### src/fuzzy_two_input_controller_assert.svh
// Assertion macros for the fuzzy controller.
// Used by the top level; expects clk_i and rst_ni in scope.
`ifndef FUZZY_TWO_INPUT_CONTROLLER_ASSERT_SVH
`define FUZZY_TWO_INPUT_CONTROLLER_ASSERT_SVH

// overlapping implication, cons may hold a ## delay
`define FZC_ASSERT_IMPL(name, ante, cons, msg) \
  name: assert property (@(posedge clk_i) disable iff (!rst_ni) (ante) |-> cons) \
    else $error(msg);

// plain condition that must hold on every edge
`define FZC_ASSERT_ALWAYS(name, cond, msg) \
  name: assert property (@(posedge clk_i) disable iff (!rst_ni) (cond)) \
    else $error(msg);

`endif

### src/fzc_pkg.sv
// Types, constants, set table and rule table for the fuzzy controller.
// No dependencies.
package fzc_pkg;

  localparam int NUM_SETS           = 5;
  localparam int NUM_UNITS          = 2 * NUM_SETS;
  localparam int NUM_LEVELS         = 5;
  localparam int NUM_RULES_MAX      = 25;
  localparam int NUM_RULES_DEF      = 25;
  localparam int MIN_WEIGHT_SUM_DEF = 1;
  localparam int GROUP_SIZE         = 5;
  localparam int NUM_GROUPS         = NUM_RULES_MAX / GROUP_SIZE;

  localparam int DATA_W    = 16;
  localparam int CFG_IDX_W = 3;
  localparam int GRADE_W   = 13;
  localparam int NUM_W     = 15;
  localparam int FRAC_W    = 12;
  localparam int P_W       = NUM_W + FRAC_W;
  localparam int RECIP_W   = 24;
  localparam int RECIP_SHIFT = 32;
  localparam int PROD_W    = 29;
  localparam int WSUM_W    = 17;
  localparam int NUM_SUM_W = 33;
  localparam int DIVD_W    = 34;
  localparam int QUO_W     = 17;
  localparam int LATENCY   = 26;

  localparam logic [GRADE_W-1:0] GRADE_ONE = 13'd4096;

  typedef enum logic [1:0] {GK_ZERO, GK_ONE, GK_RAMP} gkind_e;
  typedef enum logic [2:0] {DEN_8192, DEN_10240, DEN_14336, DEN_573, DEN_574} den_e;
  typedef enum logic [1:0] {SH_LEFT, SH_RIGHT, SH_REG} shape_e;
  typedef enum logic [CFG_IDX_W-1:0] {
    REG_LVL_NM, REG_LVL_NS, REG_LVL_ZE, REG_LVL_PS, REG_LVL_PM
  } reg_idx_e;

  typedef struct packed {
    shape_e            shape;
    logic signed [16:0] a;
    logic signed [16:0] b;
    logic signed [16:0] c;
    logic signed [16:0] d;
    den_e              rise;
    den_e              fall;
  } fset_t;

  typedef struct packed {
    gkind_e           kind;
    logic [NUM_W-1:0] num;
    den_e             den;
  } greq_t;

  typedef struct packed {
    logic [DIVD_W-1:0] rem;
    logic [QUO_W-1:0]  quo;
    logic [WSUM_W-1:0] den;
    logic              neg;
    logic              no_fire;
  } dstage_t;

  localparam fset_t X_SETS [NUM_SETS] = '{
    '{SH_LEFT,  -17'sd22528, -17'sd14336, 17'sd0,      17'sd0,     DEN_8192,  DEN_8192},
    '{SH_REG,   -17'sd24576, -17'sd14336, -17'sd10240, 17'sd0,     DEN_10240, DEN_10240},
    '{SH_REG,   -17'sd14336, 17'sd0,      17'sd0,      17'sd14336, DEN_14336, DEN_14336},
    '{SH_REG,   17'sd0,      17'sd10240,  17'sd14336,  17'sd24576, DEN_10240, DEN_10240},
    '{SH_RIGHT, 17'sd14336,  17'sd22528,  17'sd0,      17'sd0,     DEN_8192,  DEN_8192}
  };

  localparam fset_t Y_SETS [NUM_SETS] = '{
    '{SH_LEFT,  -17'sd1147, -17'sd573, 17'sd0,    17'sd0,    DEN_574, DEN_574},
    '{SH_REG,   -17'sd1147, -17'sd573, -17'sd573, 17'sd0,    DEN_574, DEN_573},
    '{SH_REG,   -17'sd573,  17'sd0,    17'sd0,    17'sd573,  DEN_573, DEN_573},
    '{SH_REG,   17'sd0,     17'sd573,  17'sd573,  17'sd1147, DEN_573, DEN_574},
    '{SH_RIGHT, 17'sd573,   17'sd1147, 17'sd0,    17'sd0,    DEN_574, DEN_574}
  };

  // rules in row-major order: X set, Y set, level
  localparam logic [2:0] RULE_X [NUM_RULES_MAX] = '{
    3'd0, 3'd1, 3'd2, 3'd3, 3'd4, 3'd0, 3'd1, 3'd2, 3'd3, 3'd4,
    3'd0, 3'd1, 3'd2, 3'd3, 3'd4, 3'd0, 3'd1, 3'd2, 3'd3, 3'd4,
    3'd0, 3'd1, 3'd2, 3'd3, 3'd4
  };
  localparam logic [2:0] RULE_Y [NUM_RULES_MAX] = '{
    3'd4, 3'd4, 3'd4, 3'd4, 3'd4, 3'd3, 3'd3, 3'd3, 3'd3, 3'd3,
    3'd2, 3'd2, 3'd2, 3'd2, 3'd2, 3'd1, 3'd1, 3'd1, 3'd1, 3'd1,
    3'd0, 3'd0, 3'd0, 3'd0, 3'd0
  };
  localparam logic [2:0] RULE_L [NUM_RULES_MAX] = '{
    3'd1, 3'd3, 3'd3, 3'd4, 3'd3, 3'd1, 3'd1, 3'd3, 3'd4, 3'd4,
    3'd0, 3'd1, 3'd2, 3'd3, 3'd4, 3'd0, 3'd0, 3'd1, 3'd3, 3'd3,
    3'd1, 3'd0, 3'd1, 3'd2, 3'd3
  };

  localparam logic signed [DATA_W-1:0] LEVEL_RESET [NUM_LEVELS] = '{
    -16'sd2800, -16'sd1200, 16'sd0, 16'sd1200, 16'sd2800
  };

  localparam logic [RECIP_W-1:0] RECIP_8192  = RECIP_W'((64'd1 << RECIP_SHIFT) / 8192);
  localparam logic [RECIP_W-1:0] RECIP_10240 = RECIP_W'((64'd1 << RECIP_SHIFT) / 10240);
  localparam logic [RECIP_W-1:0] RECIP_14336 = RECIP_W'((64'd1 << RECIP_SHIFT) / 14336);
  localparam logic [RECIP_W-1:0] RECIP_573   = RECIP_W'((64'd1 << RECIP_SHIFT) / 573);
  localparam logic [RECIP_W-1:0] RECIP_574   = RECIP_W'((64'd1 << RECIP_SHIFT) / 574);

  function automatic logic [NUM_W-1:0] den_value(den_e code);
    logic [NUM_W-1:0] v;
    case (code)
      DEN_8192:  v = 15'd8192;
      DEN_10240: v = 15'd10240;
      DEN_14336: v = 15'd14336;
      DEN_573:   v = 15'd573;
      DEN_574:   v = 15'd574;
      default:   v = 15'd8192;
    endcase
    return v;
  endfunction

  function automatic logic [RECIP_W-1:0] den_recip(den_e code);
    logic [RECIP_W-1:0] v;
    case (code)
      DEN_8192:  v = RECIP_8192;
      DEN_10240: v = RECIP_10240;
      DEN_14336: v = RECIP_14336;
      DEN_573:   v = RECIP_573;
      DEN_574:   v = RECIP_574;
      default:   v = RECIP_8192;
    endcase
    return v;
  endfunction

  // classify x against one set: constant grade or flank numerator
  function automatic greq_t grade_req(logic signed [16:0] x, fset_t s);
    greq_t             r;
    logic signed [17:0] diff;
    r.kind = GK_ZERO;
    r.den  = s.rise;
    diff   = '0;
    case (s.shape)
      SH_LEFT: begin
        if (x <= s.a) begin
          r.kind = GK_ONE;
        end else if (x < s.b) begin
          r.kind = GK_RAMP;
          diff   = 18'(s.b) - 18'(x);
        end
      end
      SH_RIGHT: begin
        if (x >= s.b) begin
          r.kind = GK_ONE;
        end else if (x > s.a) begin
          r.kind = GK_RAMP;
          diff   = 18'(x) - 18'(s.a);
        end
      end
      default: begin
        if (x <= s.a || x >= s.d) begin
          r.kind = GK_ZERO;
        end else if (x >= s.b && x <= s.c) begin
          r.kind = GK_ONE;
        end else if (x < s.b) begin
          r.kind = GK_RAMP;
          diff   = 18'(x) - 18'(s.a);
        end else begin
          r.kind = GK_RAMP;
          r.den  = s.fall;
          diff   = 18'(s.d) - 18'(x);
        end
      end
    endcase
    r.num = diff[NUM_W-1:0];
    return r;
  endfunction

endpackage

### src/fzc_grade.sv
// Membership grading: ten trapezoid sets, flank division by reciprocal.
// Three register stages. Depends on fzc_pkg.
module fzc_grade import fzc_pkg::*; (
  input  logic                      clk_i,
  input  logic                      rst_ni,
  input  logic                      valid_i,
  input  logic signed [DATA_W-1:0]  pos_x_i,
  input  logic signed [DATA_W-1:0]  angle_y_i,
  output logic                      valid_o,
  output logic [GRADE_W-1:0]        gx_o [NUM_SETS],
  output logic [GRADE_W-1:0]        gy_o [NUM_SETS]
);

  greq_t                req_d  [NUM_UNITS];
  greq_t                req1_q [NUM_UNITS];
  logic                 vld1_q, vld2_q, vld3_q;

  logic [GRADE_W-1:0]   qest_d [NUM_UNITS];
  logic [GRADE_W-1:0]   qest2_q [NUM_UNITS];
  greq_t                req2_q [NUM_UNITS];

  logic [GRADE_W-1:0]   grade_d [NUM_UNITS];
  logic [GRADE_W-1:0]   grade3_q [NUM_UNITS];

  // stage 1: classify
  always_comb begin
    for (int s = 0; s < NUM_SETS; s++) begin
      req_d[s]            = grade_req(17'(pos_x_i), X_SETS[s]);
      req_d[s + NUM_SETS] = grade_req(17'(angle_y_i), Y_SETS[s]);
    end
  end

  // stage 2: quotient estimate, low by at most one
  always_comb begin
    logic [P_W+RECIP_W-1:0] prod;
    prod = '0;
    for (int u = 0; u < NUM_UNITS; u++) begin
      prod = (P_W+RECIP_W)'({req1_q[u].num, {FRAC_W{1'b0}}})
           * (P_W+RECIP_W)'(den_recip(req1_q[u].den));
      qest_d[u] = prod[RECIP_SHIFT +: GRADE_W];
    end
  end

  // stage 3: correct estimate and pick final grade
  always_comb begin
    logic [P_W:0] rem;
    rem = '0;
    for (int u = 0; u < NUM_UNITS; u++) begin
      rem = (P_W+1)'({req2_q[u].num, {FRAC_W{1'b0}}})
          - (P_W+1)'(qest2_q[u]) * (P_W+1)'(den_value(req2_q[u].den));
      case (req2_q[u].kind)
        GK_ONE:  grade_d[u] = GRADE_ONE;
        GK_RAMP: grade_d[u] = (rem >= (P_W+1)'(den_value(req2_q[u].den)))
                              ? qest2_q[u] + 1'b1 : qest2_q[u];
        default: grade_d[u] = '0;
      endcase
    end
  end

  always_ff @(posedge clk_i or negedge rst_ni) begin
    if (!rst_ni) begin
      vld1_q <= 1'b0;
      vld2_q <= 1'b0;
      vld3_q <= 1'b0;
    end else begin
      vld1_q <= valid_i;
      vld2_q <= vld1_q;
      vld3_q <= vld2_q;
    end
  end

  always_ff @(posedge clk_i) begin
    req1_q   <= req_d;
    req2_q   <= req1_q;
    qest2_q  <= qest_d;
    grade3_q <= grade_d;
  end

  assign valid_o = vld3_q;

  always_comb begin
    for (int s = 0; s < NUM_SETS; s++) begin
      gx_o[s] = grade3_q[s];
      gy_o[s] = grade3_q[s + NUM_SETS];
    end
  end

endmodule

### config.mk
export PLATFORM = sky130hd
export DESIGN_NAME = fzc_grade
export DESIGN_NICKNAME = d
export VERILOG_FILES = /design/src/fuzzy_two_input_controller_assert.svh /design/src/fzc_pkg.sv /design/src/fzc_grade.sv
export SDC_FILE = /design/constraint.sdc
export NUM_CORES = 2
export LEC_CHECK = 0
export ABC_AREA = 1
export BUFFER_PORTS_ARGS = -buffer_cell sky130_fd_sc_hd__buf_2
export CORE_MARGIN = 5
export CORE_UTILIZATION = 59
export CTS_BUF_LIST = sky130_fd_sc_hd__clkbuf_8
export DETAILED_ROUTE_END_ITERATION = 10
export HOLD_SLACK_MARGIN = 0.06
export PLACE_DENSITY = 0.76
export SLEW_MARGIN = 20
export SYNTH_ARGS = -nofsm -noshare
export SYNTH_HDL_FRONTEND = slang
export SYNTH_SLANG_ARGS = --single-unit
### constraint.sdc
create_clock -name clk_i -period 7.6 [get_ports clk_i]
set_input_delay 0.38 -clock clk_i [delete_from_list [all_inputs] [get_ports clk_i]]
set_output_delay 0.38 -clock clk_i [all_outputs]
set_load 0.05 [all_outputs]
==> impl_results.md <==
- Status: complete, no violations
- Relative slew margins: 28.4%
- Die area: approximately 0.15 mm^2
- Ranking of synthesized cells by area: fa_1 (26%), ha_1 (23%), dfxtp_1 (14%)
- Final #Nets: approximately 13,000
- Worst-Margin Slew: about 1.1 ns
- Routed WL: 207,000 um
- Distinct cells, synth: 72
- Die height: between 300 and 400 um
- Cell taking the most area after synthesis: fa_1
- Clk sinks: 581
- Synthesized area: 0.0827 mm^2
- Post-synth ARST share: less than 1%
- Proportion of layout cells with a drive suffix above 1: under 10%
- Max cap viols: 0
- Pre-Repair DR Iteration Count: 7
- #FFs+latches synth: roughly 580
- Wire per inst: between 15 and 20 um
- RSZ-0062 raised after global routing: no
- Area share of the largest cell type after synthesis: 25.6%
- Post-synth EDFFs: 0
- F_max: 142 MHz
- Core Region: between 0.1 and 0.15 mm^2
- Worst hold path class: in -> reg
- Mean Syn Cell Area: approximately 8.3 um^2
- Register area share after synthesis: between 10 and 15%
- Max-slew violations: 0
- Via/cell ratio: between 5 and 6
- Yosys warnings: 0
- Critical path class: reg -> reg
- Final antenna-violating net count: 0
- Layout fillers: 11,929
- First-pass GRT wire length: ~340,000 um
- Clock latency on the worst-skew pair: between 0.8 and 0.9 ns
- Total CTS buffers: between 100 and 150
- Setup-failing EPs final: 0
- Cells after synthesis: slightly below 10,000
- Sequential cell area: roughly 0.012 mm^2
- Cell mode on critical path: nand2_1
- Number of cell rows: around 140
- Clk slew on worst S/H paths: approximately 0.060 ns
- Die W: 384 um
- Largest net degree at the start of global routing: 26
- Most common flop cell mapped by yosys: dfxtp_1
- Vias in the first global route: roughly 68,000
- Initial antenna violation count: 11
- Starting density of the core: 59.3%
- Startpoint types: flip-flop
- Routability Congestion: around 0.97
- DRC Markers: 0
- Slowest cell on crit path: fa_1
- Footprint of the multi-input gates: between 0.06 and 0.07 mm^2
- Post-DP HPWL: approximately 180,000 um
- CP max FO: 8
- Post-route clock skew: about 0.051 ns
- Fin Setup TNS: 0 ns
- TritonCTS clock tree: yes
- H-Tree Depth: 3
- Max incr delay on CP: 0.57 ns
- PortBufs: 165
- Via Count: about 65,000
- Worst Path Arrival: just under 8 ns
- Crit path time final: 7.03 ns
- Root Buffer: clkbuf_8
- Final period util: about 90%
- Top Ports: about 170
- Number of DRC markers in iteration 0: roughly 3,700
- Final Hold Viols: 0
- CP Data Required Time: about 8.4 ns
- Layout overhead on the synthesized area: 7.52%
- Grt ovf: 0
- GRT Util Overall: approximately 29%
- CP Capture Type: flip-flop
- Clock Path Buffers: 3
worst paths after layout:
check / to / cells past startpoint / slack [ns] / from
worst max register to register: gy_o[4] / 41 / 0.57 / qest2_q[9]
worst min register to register: req2_q[194] / 0 / 0.30 / req1_q[194]
max in group asynchronous: valid_o / 3 / 7.05 / rst_ni
worst min-delay path: req1_q[26] / 3 / 0.17 / angle_y_i[3]
worst max-delay path: gy_o[4] / 41 / 0.57 / qest2_q[9]
min in group asynchronous: vld2_q / 3 / 0.41 / rst_ni
through the flow:
step | instance area, um^2 | worst slack, ns | hold slack (ns) | utilization (%) | instances
final | 88900 | 0.571 | 0.169 | 63.8 | 12180
after detailed placement | 85900 | 0.497 | 0.178 | 61.6 | 11940
after global routing | 88900 | 0.000385 | 0.0899 | 63.8 | 12175
after CTS | 88800 | 0.473 | 0.0635 | 63.7 | 12168
after global placement | 85900 | 0.590 | 0.175 | 61.6 | 11940
after floorplan | 82800 | 1.13 | 0.0844 | - | 9934
cell usage in the layout (no fill, tap or decap), types with 247 or more instances in the layout:
master | synthesis | final
inv_1 | 2370 | 2387
ha_1 | 1495 | 1494
nand2_1 | 1331 | 1331
fa_1 | 1057 | 1057
nor2_1 | 674 | 673
a21oi_1 | 597 | 597
dfxtp_1 | 578 | 572
nand3_1 | 305 | 305
o21ai_0 | 298 | 298
xor2_1 | 247 | 247
worst max-delay path: cells and delay by family (launching register included):
family	cells	cell delay (ns)
AOI/OAI and AO/OA	6	0.84
and+or+nand+nor	19	2.09
xor gates and xnor gates	1	0.15
DFF	1	0.43
adders and majority gates	6	2.79
buffers and inverters	9	0.63
cells in the mapped netlist, types with 7 or more instances:
library cell	number
nand2_2	34
a31oi_1	26
nand2_1	1331
o211ai_1	24
a21o_1	23
nor3b_1	12
nand3_1	305
o221ai_1	8
xor2_1	247
o21bai_1	52
o21ai_0	298
nor2_1	674
nor2_2	16
inv_2	15
nor4_1	37
nor3_1	114
inv_1	2370
clkbuf_1	55
nand3b_1	25
a21oi_1	597
ha_1	1495
xnor2_1	114
fa_1	1057
dfxtp_1	578
a221oi_1	14
o2111ai_1	9
o21ai_1	15
buf_2	7
nand4_1	103
a21boi_0	9
or2_2	34
nand3_2	18
clkinv_1	7
and3_1	15
o21a_1	31
a211oi_1	38
state kept, by name, summed over array words and instances (netlist names):
register / cells
req2_q: 172
qest2_q: 104
vld2_q: 1
req1_q: 172
vld1_q: 1
valid_o: 1
gx_o: 65
gy_o: 65
layout make-up:
type	count	area share [%]
Antenna cell	10	0.0282
Clock buffer	129	2.00
Clock inverter	64	0.863
Inverter	2392	10.1
Multi-Input combinational cell	6885	69.6
Sequential cell	581	13.1
Tap cell	1876	2.64
Timing Repair Buffer	243	1.70
timing repair:
action,4_1_cts,5_1_grt
endpoints found under the hold margin,113,0
setup buffers,0,2
hold buffers,35,0
gates resized for setup,0,10
setup endpoints to repair,0,25
metal layers:
| layer | vias up | wire length (um) | global-route usage (%) | share of wire, % |
|---|---|---|---|---|
| li1 | 31741 | - | - | - |
| met5 | - | 40 | 0 | 0.019 |
| met2 | 1738 | 103000 | 51.0 | 50 |
| met3 | 483 | 10400 | 3.96 | 5.0 |
| met1 | 31043 | 85200 | 34.9 | 41 |
| met4 | 8 | 9020 | 11.0 | 4.3 |
kinds of logic (layout without fill, tap and decap cells):
group,Yosys count,in the layout,synth area share (%)
AO/OA/AOI/OAI,1189,1189,8.15
XOR/XNOR,363,363,3.87
adder cells (fa/ha/maj),2552,2552,48.2
buffers and inverters,2468,2828,11.3
flip-flops,581,581,14.1
other,2,43,0.00909
AND/OR/NAND/NOR,2748,2748,14.4
Power is left out: the tool's default activity adds up to more than one toggle a clock period on the data nets, which glitch-free logic cannot reach.
