### config.mk
export PLATFORM = sky130hd
export DESIGN_NAME = fzc_div
export DESIGN_NICKNAME = d
export VERILOG_FILES = /design/src/fuzzy_two_input_controller_assert.svh /design/src/fzc_pkg.sv /design/src/fzc_div.sv
export SDC_FILE = /design/constraint.sdc
export NUM_CORES = 2
export LEC_CHECK = 0
export ABC_AREA = 0
export BUFFER_PORTS_ARGS = -buffer_cell sky130_fd_sc_hd__clkbuf_2
export CORE_UTILIZATION = 47
export DETAILED_ROUTE_END_ITERATION = 8
export HOLD_SLACK_MARGIN = 0.08
export PLACE_DENSITY = 0.61
export SYNTH_ARGS = -nofsm -noshare
export SYNTH_HDL_FRONTEND = slang
export SYNTH_SLANG_ARGS = --single-unit
### constraint.sdc
create_clock -name clk_i -period 9.2 [get_ports clk_i]
set_clock_uncertainty 0.1 [all_clocks]
set_input_delay 1.84 -clock clk_i [delete_from_list [all_inputs] [get_ports clk_i]]
set_output_delay 1.84 -clock clk_i [all_outputs]
set_load 0.1 [all_outputs]
### src/fuzzy_two_input_controller_assert.svh
// Assertion macros for the fuzzy controller.
// Used by the top level; expects clk_i and rst_ni in scope.
`ifndef FUZZY_TWO_INPUT_CONTROLLER_ASSERT_SVH
`define FUZZY_TWO_INPUT_CONTROLLER_ASSERT_SVH

// overlapping implication, cons may hold a ## delay
`define FZC_ASSERT_IMPL(name, ante, cons, msg) \
  name: assert property (@(posedge clk_i) disable iff (!rst_ni) (ante) |-> cons) \
    else $error(msg);

// plain condition that must hold on every edge
`define FZC_ASSERT_ALWAYS(name, cond, msg) \
  name: assert property (@(posedge clk_i) disable iff (!rst_ni) (cond)) \
    else $error(msg);

`endif

### src/fzc_pkg.sv
// Types, constants, set table and rule table for the fuzzy controller.
// No dependencies.
package fzc_pkg;

  localparam int NUM_SETS           = 5;
  localparam int NUM_UNITS          = 2 * NUM_SETS;
  localparam int NUM_LEVELS         = 5;
  localparam int NUM_RULES_MAX      = 25;
  localparam int NUM_RULES_DEF      = 25;
  localparam int MIN_WEIGHT_SUM_DEF = 1;
  localparam int GROUP_SIZE         = 5;
  localparam int NUM_GROUPS         = NUM_RULES_MAX / GROUP_SIZE;

  localparam int DATA_W    = 16;
  localparam int CFG_IDX_W = 3;
  localparam int GRADE_W   = 13;
  localparam int NUM_W     = 15;
  localparam int FRAC_W    = 12;
  localparam int P_W       = NUM_W + FRAC_W;
  localparam int RECIP_W   = 24;
  localparam int RECIP_SHIFT = 32;
  localparam int PROD_W    = 29;
  localparam int WSUM_W    = 17;
  localparam int NUM_SUM_W = 33;
  localparam int DIVD_W    = 34;
  localparam int QUO_W     = 17;
  localparam int LATENCY   = 26;

  localparam logic [GRADE_W-1:0] GRADE_ONE = 13'd4096;

  typedef enum logic [1:0] {GK_ZERO, GK_ONE, GK_RAMP} gkind_e;
  typedef enum logic [2:0] {DEN_8192, DEN_10240, DEN_14336, DEN_573, DEN_574} den_e;
  typedef enum logic [1:0] {SH_LEFT, SH_RIGHT, SH_REG} shape_e;
  typedef enum logic [CFG_IDX_W-1:0] {
    REG_LVL_NM, REG_LVL_NS, REG_LVL_ZE, REG_LVL_PS, REG_LVL_PM
  } reg_idx_e;

  typedef struct packed {
    shape_e            shape;
    logic signed [16:0] a;
    logic signed [16:0] b;
    logic signed [16:0] c;
    logic signed [16:0] d;
    den_e              rise;
    den_e              fall;
  } fset_t;

  typedef struct packed {
    gkind_e           kind;
    logic [NUM_W-1:0] num;
    den_e             den;
  } greq_t;

  typedef struct packed {
    logic [DIVD_W-1:0] rem;
    logic [QUO_W-1:0]  quo;
    logic [WSUM_W-1:0] den;
    logic              neg;
    logic              no_fire;
  } dstage_t;

  localparam fset_t X_SETS [NUM_SETS] = '{
    '{SH_LEFT,  -17'sd22528, -17'sd14336, 17'sd0,      17'sd0,     DEN_8192,  DEN_8192},
    '{SH_REG,   -17'sd24576, -17'sd14336, -17'sd10240, 17'sd0,     DEN_10240, DEN_10240},
    '{SH_REG,   -17'sd14336, 17'sd0,      17'sd0,      17'sd14336, DEN_14336, DEN_14336},
    '{SH_REG,   17'sd0,      17'sd10240,  17'sd14336,  17'sd24576, DEN_10240, DEN_10240},
    '{SH_RIGHT, 17'sd14336,  17'sd22528,  17'sd0,      17'sd0,     DEN_8192,  DEN_8192}
  };

  localparam fset_t Y_SETS [NUM_SETS] = '{
    '{SH_LEFT,  -17'sd1147, -17'sd573, 17'sd0,    17'sd0,    DEN_574, DEN_574},
    '{SH_REG,   -17'sd1147, -17'sd573, -17'sd573, 17'sd0,    DEN_574, DEN_573},
    '{SH_REG,   -17'sd573,  17'sd0,    17'sd0,    17'sd573,  DEN_573, DEN_573},
    '{SH_REG,   17'sd0,     17'sd573,  17'sd573,  17'sd1147, DEN_573, DEN_574},
    '{SH_RIGHT, 17'sd573,   17'sd1147, 17'sd0,    17'sd0,    DEN_574, DEN_574}
  };

  // rules in row-major order: X set, Y set, level
  localparam logic [2:0] RULE_X [NUM_RULES_MAX] = '{
    3'd0, 3'd1, 3'd2, 3'd3, 3'd4, 3'd0, 3'd1, 3'd2, 3'd3, 3'd4,
    3'd0, 3'd1, 3'd2, 3'd3, 3'd4, 3'd0, 3'd1, 3'd2, 3'd3, 3'd4,
    3'd0, 3'd1, 3'd2, 3'd3, 3'd4
  };
  localparam logic [2:0] RULE_Y [NUM_RULES_MAX] = '{
    3'd4, 3'd4, 3'd4, 3'd4, 3'd4, 3'd3, 3'd3, 3'd3, 3'd3, 3'd3,
    3'd2, 3'd2, 3'd2, 3'd2, 3'd2, 3'd1, 3'd1, 3'd1, 3'd1, 3'd1,
    3'd0, 3'd0, 3'd0, 3'd0, 3'd0
  };
  localparam logic [2:0] RULE_L [NUM_RULES_MAX] = '{
    3'd1, 3'd3, 3'd3, 3'd4, 3'd3, 3'd1, 3'd1, 3'd3, 3'd4, 3'd4,
    3'd0, 3'd1, 3'd2, 3'd3, 3'd4, 3'd0, 3'd0, 3'd1, 3'd3, 3'd3,
    3'd1, 3'd0, 3'd1, 3'd2, 3'd3
  };

  localparam logic signed [DATA_W-1:0] LEVEL_RESET [NUM_LEVELS] = '{
    -16'sd2800, -16'sd1200, 16'sd0, 16'sd1200, 16'sd2800
  };

  localparam logic [RECIP_W-1:0] RECIP_8192  = RECIP_W'((64'd1 << RECIP_SHIFT) / 8192);
  localparam logic [RECIP_W-1:0] RECIP_10240 = RECIP_W'((64'd1 << RECIP_SHIFT) / 10240);
  localparam logic [RECIP_W-1:0] RECIP_14336 = RECIP_W'((64'd1 << RECIP_SHIFT) / 14336);
  localparam logic [RECIP_W-1:0] RECIP_573   = RECIP_W'((64'd1 << RECIP_SHIFT) / 573);
  localparam logic [RECIP_W-1:0] RECIP_574   = RECIP_W'((64'd1 << RECIP_SHIFT) / 574);

  function automatic logic [NUM_W-1:0] den_value(den_e code);
    logic [NUM_W-1:0] v;
    case (code)
      DEN_8192:  v = 15'd8192;
      DEN_10240: v = 15'd10240;
      DEN_14336: v = 15'd14336;
      DEN_573:   v = 15'd573;
      DEN_574:   v = 15'd574;
      default:   v = 15'd8192;
    endcase
    return v;
  endfunction

  function automatic logic [RECIP_W-1:0] den_recip(den_e code);
    logic [RECIP_W-1:0] v;
    case (code)
      DEN_8192:  v = RECIP_8192;
      DEN_10240: v = RECIP_10240;
      DEN_14336: v = RECIP_14336;
      DEN_573:   v = RECIP_573;
      DEN_574:   v = RECIP_574;
      default:   v = RECIP_8192;
    endcase
    return v;
  endfunction

  // classify x against one set: constant grade or flank numerator
  function automatic greq_t grade_req(logic signed [16:0] x, fset_t s);
    greq_t             r;
    logic signed [17:0] diff;
    r.kind = GK_ZERO;
    r.den  = s.rise;
    diff   = '0;
    case (s.shape)
      SH_LEFT: begin
        if (x <= s.a) begin
          r.kind = GK_ONE;
        end else if (x < s.b) begin
          r.kind = GK_RAMP;
          diff   = 18'(s.b) - 18'(x);
        end
      end
      SH_RIGHT: begin
        if (x >= s.b) begin
          r.kind = GK_ONE;
        end else if (x > s.a) begin
          r.kind = GK_RAMP;
          diff   = 18'(x) - 18'(s.a);
        end
      end
      default: begin
        if (x <= s.a || x >= s.d) begin
          r.kind = GK_ZERO;
        end else if (x >= s.b && x <= s.c) begin
          r.kind = GK_ONE;
        end else if (x < s.b) begin
          r.kind = GK_RAMP;
          diff   = 18'(x) - 18'(s.a);
        end else begin
          r.kind = GK_RAMP;
          r.den  = s.fall;
          diff   = 18'(s.d) - 18'(x);
        end
      end
    endcase
    r.num = diff[NUM_W-1:0];
    return r;
  endfunction

endpackage

### src/fzc_div.sv
// Pipelined restoring divider, one quotient bit per stage, with
// rounding, weak-firing check and positive saturation. Depends on fzc_pkg.
module fzc_div import fzc_pkg::*; #(
  parameter int MIN_WEIGHT_SUM = MIN_WEIGHT_SUM_DEF
) (
  input  logic                        clk_i,
  input  logic                        rst_ni,
  input  logic                        valid_i,
  input  logic signed [NUM_SUM_W-1:0] num_i,
  input  logic [WSUM_W-1:0]           den_i,
  output logic                        valid_o,
  output logic signed [DATA_W-1:0]    drive_force_o,
  output logic                        no_rule_fired_o
);

  dstage_t                  entry_d;
  dstage_t                  st_q [QUO_W+1];
  dstage_t                  st_d [QUO_W+1];
  logic                     vld_q [QUO_W+1];
  logic                     out_vld_q;
  logic signed [DATA_W-1:0] drive_d, drive_q;
  logic                     flag_d, flag_q;

  // magnitude plus half the divisor gives round half away from zero
  always_comb begin
    logic [NUM_SUM_W-1:0] mag;
    mag             = (num_i < 0) ? NUM_SUM_W'(-num_i) : NUM_SUM_W'(num_i);
    entry_d.neg     = (num_i < 0);
    entry_d.rem     = DIVD_W'(mag) + DIVD_W'(den_i >> 1);
    entry_d.quo     = '0;
    entry_d.den     = den_i;
    entry_d.no_fire = (den_i < WSUM_W'(MIN_WEIGHT_SUM));
  end

  always_comb begin
    logic [DIVD_W:0] trial;
    trial   = '0;
    st_d[0] = entry_d;
    for (int s = 1; s <= QUO_W; s++) begin
      st_d[s] = st_q[s-1];
      trial   = (DIVD_W+1)'(st_q[s-1].den) << (QUO_W - s);
      if ((DIVD_W+1)'(st_q[s-1].rem) >= trial) begin
        st_d[s].rem           = DIVD_W'((DIVD_W+1)'(st_q[s-1].rem) - trial);
        st_d[s].quo[QUO_W-s]  = 1'b1;
      end
    end
  end

  always_comb begin
    logic [QUO_W-1:0] neg_mag;
    neg_mag = -st_q[QUO_W].quo;
    flag_d  = st_q[QUO_W].no_fire;
    if (st_q[QUO_W].no_fire) begin
      drive_d = '0;
    end else if (st_q[QUO_W].neg) begin
      drive_d = neg_mag[DATA_W-1:0];
    end else if (st_q[QUO_W].quo > QUO_W'(16'h7fff)) begin
      drive_d = 16'sh7fff;
    end else begin
      drive_d = st_q[QUO_W].quo[DATA_W-1:0];
    end
  end

  always_ff @(posedge clk_i or negedge rst_ni) begin
    if (!rst_ni) begin
      for (int s = 0; s <= QUO_W; s++) begin
        vld_q[s] <= 1'b0;
      end
      out_vld_q <= 1'b0;
    end else begin
      vld_q[0] <= valid_i;
      for (int s = 1; s <= QUO_W; s++) begin
        vld_q[s] <= vld_q[s-1];
      end
      out_vld_q <= vld_q[QUO_W];
    end
  end

  always_ff @(posedge clk_i) begin
    st_q    <= st_d;
    drive_q <= drive_d;
    flag_q  <= flag_d;
  end

  assign valid_o         = out_vld_q;
  assign drive_force_o   = drive_q;
  assign no_rule_fired_o = flag_q;

endmodule

==> impl_metrics.csv <==
group,metric,value,unit
timing,rsz0062_at_grt,"no",
detailed_routing,wl_met3,3.88,mm
global_routing,track_usage,0.208,
synthesis,yosysSeqAreaShare,0.496,
global_routing,grt_pass1_vias,30500,
detailed_routing,ant_nets,0,
clock_tree,cts_resized,0,
placed_design,dp.cells,5818,
synthesis,synthArstFlopShare,0.0174,
synthesis,ys_warn_count,0,
timing,slew_violations,0,
worst_hold_path,hold_depth,0,
die,num_rows,112,
synthesis,synth.top_cell.area_share,0.486,
die,ioPinCount,71,
timing,slew_headroom,0.254,
synthesis,netlist_area,44200,sq um
detailed_routing,viasPerCell,5.20,
clock_tree,clockBufferDepth,3,
clock_tree,tritoncts,"built",
worst_setup_path,path_delay_family,"simple AND/OR/NAND/NOR gates",
detailed_routing,vias,31400,
detailed_routing,wl_per_cell,16.4,um
detailed_routing,drt_first_pass_iters,6,
synthesis,syn_inst,4562,
worst_setup_path,worst_ep_arrival_time,5.83,ns
placed_design,hpwl,77.0,mm
worst_setup_path,rr_endpoint,"st_q[205]",
die,dieArea,95400,sq um
clock_tree,post_cts_buffers,0,
worst_hold_path,hp-start,"st_d[165]",
synthesis,synth_xor_area_frac,0.0782,
synthesis,synth-adder-area-share,0.0954,
detailed_routing,wl_met1,44.3,mm
timing,final.setup.tns,0,ns
worst_setup_path,r2r-start,"st_q[266]",
detailed_routing,routed_wl,98.6,mm
clock_tree,holdBufCountCts,0,
worst_setup_path,critPathBufInv,2,
global_routing,grt_pass1_wl,158,mm
die,core-area,93300,sq um
worst_setup_path,slowest_stage,"or3b_2",
die,die_w,309,um
timing,fmax,0.188,GHz
finish,syn_to_final_growth,12.9,%
worst_hold_path,hp-class,"reg2reg",
worst_setup_path,worstPathMaxFanout,13,
finish,drive_gt1_frac,0.0761,
global_routing,globalRouteOverflowTotal,0,
worst_setup_path,ff2ff_path_depth,11,
synthesis,synth-compound-area-share,0.137,
worst_hold_path,min_to,"st_d[95]",
die,initial_core_util,0.474,
power_and_ir_drop,power_density,370,nW/um^2
timing,holdWs,0.218,ns
timing,min_period,5.32,ns
clock_tree,cts_sinks,1092,
synthesis,synth_top_area_cell,"dfxtp_1",
timing,min_period_over_period,0.578,
die,die_h,309,um
clock_tree,clkTransAtPathRegs,0.06,ns
synthesis,synthTopCellsByCount,"dfxtp_1, inv_1, nand2_1",
synthesis,synthSimpleGateAreaFrac,0.141,
finish,final_nets,5057,
synthesis,synth_top_family_by_area,"simple AND/OR/NAND/NOR gates",
power_and_ir_drop,vdd_ir_drop_max,0.000200,V
clock_tree,clock_latency,0.70,ns
worst_setup_path,crit_path_start_kind,"input port",
worst_setup_path,required,9.72,ns
finish,stdcell_count,6027,
synthesis,synthTopCellsByArea,"dfxtp_1, ha_1, xnor2_1, xor2_1, a21oi_1",
synthesis,yosysMostFrequentCell,"dfxtp_1",
synthesis,synth_cell_type_count,81,
synthesis,synth_nets,4942,
timing,worst_slew_pin_slew,1.12,ns
worst_setup_path,path_cells,"clkbuf_2, nor3_1, nand3_1, o31ai_1, xnor2_1, ha_1, nand4_1, inv_1, a221oi_1, o211ai_1, a311oi_1, nand2b_1, or3b_2, nor4_1, xor2_1",
detailed_routing,drc_errors,0,
job,maxCapViolCount,0,
detailed_routing,drtIter0Drc,1874,
worst_setup_path,path_class,"in2reg",
outcome,status,"finished clean",
clock_tree,cts-root-buf,"clkbuf_16",
worst_setup_path,endpoint_kind,"flop",
detailed_routing,routed.top_layer,"met5",
clock_tree,cts-buffers-inserted,111,
global_routing,grt_max_degree,41,
synthesis,synth.area.mux_share,0.0116,
global_routing,antenna_found_initial,3,
synthesis,synth_edf_count,0,
worst_setup_path,rrSetupSlack,5.06,ns
synthesis,synth_top_flop_cell,"dfxtp_1",
placed_design,portBuffers,70,
clock_tree,ctsHtreeMaxLevel,3,
synthesis,avgSynthCellArea,9.70,sq um
synthesis,synth-seq-cells,1092,
timing,setup_viol,0,
detailed_routing,wl_met2,47.6,mm
placed_design,gp_congestion,0.891,
worst_setup_path,cp_slowest_stage_delay,0.58,ns
power_and_ir_drop,p_leak,22.0,nW
timing,hold_viol_final,0,
==> sequential cells by signal, summed over array words and instances (netlist names) <==
register	count
st_q	596
st_d	459
no_rule_fired_o	1
drive_force_o	16
vld_q	18
flag_d	1
valid_o	1
==> per-layer routing <==
metal,up-vias,GRT usage
met3,179,0.0335
met5,-,0
met2,565,0.367
met4,2,0.0657
li1,16000,-
met1,14600,0.257
==> final cells by class <==
class | instances | area [sq um]
Fill cell | 8385 | 43400
Clock buffer | 154 | 3190
Timing Repair Buffer | 85 | 463
Inverter | 387 | 1450
Tap cell | 1254 | 1570
Clock inverter | 52 | 764
Sequential cell | 1092 | 22000
Antenna cell | 3 | 7.51
Multi-Input combinational cell | 3000 | 20500
==> cells in the final DEF, fill, tap and decap left out, types with 23 or more instances in the layout <==
cell / Yosys / final
a211oi_1: 27 / 26
nand4_1: 47 / 47
o21a_1: 55 / 55
or4_1: 27 / 27
nor4_1: 70 / 70
inv_1: 385 / 385
o31ai_1: 41 / 41
xnor2_1: 207 / 207
mux2_2: 39 / 39
clkbuf_16: 0 / 112
nand3_1: 66 / 66
nor3_1: 104 / 104
and3_1: 24 / 24
o21ai_0: 254 / 254
nand2b_1: 63 / 63
clkbuf_2: 0 / 70
nand2_1: 359 / 359
dfxtp_1: 1073 / 1073
a21o_1: 108 / 108
a21oi_1: 294 / 293
nor2b_1: 48 / 48
or3_1: 44 / 44
xor2_1: 188 / 188
clkbuf_8: 0 / 23
ha_1: 310 / 310
a31oi_1: 27 / 26
nor2_1: 298 / 297
==> how the worst max path moves through the flow <==
stage	cells past startpoint	start	end
6_report	15	num_i[4]	st_q[1257]
5_1_grt	15	num_i[4]	st_q[1257]
4_1_cts	15	num_i[4]	st_q[1257]
3_5_place_dp	15	num_i[4]	st_q[1257]
3_3_place_gp	15	num_i[4]	st_q[1257]
2_1_floorplan	17	num_i[32]	st_q[1250]
==> logic make-up (layout without fill, tap and decap cells) <==
logic type	count (synthesis)	after routing
multiplexers	46	46
AND/OR/NAND/NOR	1256	1256
AO/OA/AOI/OAI	975	975
other	1	4
buffers and inverters	470	678
XOR/XNOR	395	395
flip-flops	1092	1092
adder cells (fa/ha/maj)	327	327
==> report_power, final <==
part | leakage (nW) | switching (mW) | internal (mW)
Combinational | 10.8 | 3.66 | 2.95
Clock | 1.93 | 1.86 | 2.83
Sequential | 9.23 | 0.989 | 6.18
Total | 22.0 | 6.51 | 12.0
==> stage by stage <==
| step | power, mW | setup WS [ns] | utilization | area, sq um |
|---|---|---|---|---|
| final | 18.5 | 3.88 | 0.535 | 49900 |
| after global placement | 13.7 | 3.37 | 0.493 | 46000 |
| after detailed placement | 13.8 | 3.30 | 0.493 | 46000 |
| after global routing | 19.8 | 3.64 | 0.535 | 49900 |
| after CTS | 18.6 | 3.98 | 0.535 | 49900 |
| after floorplan | 12.1 | 3.64 | - | 44200 |
No activity file was read; power rests on OpenSTA's default activity.
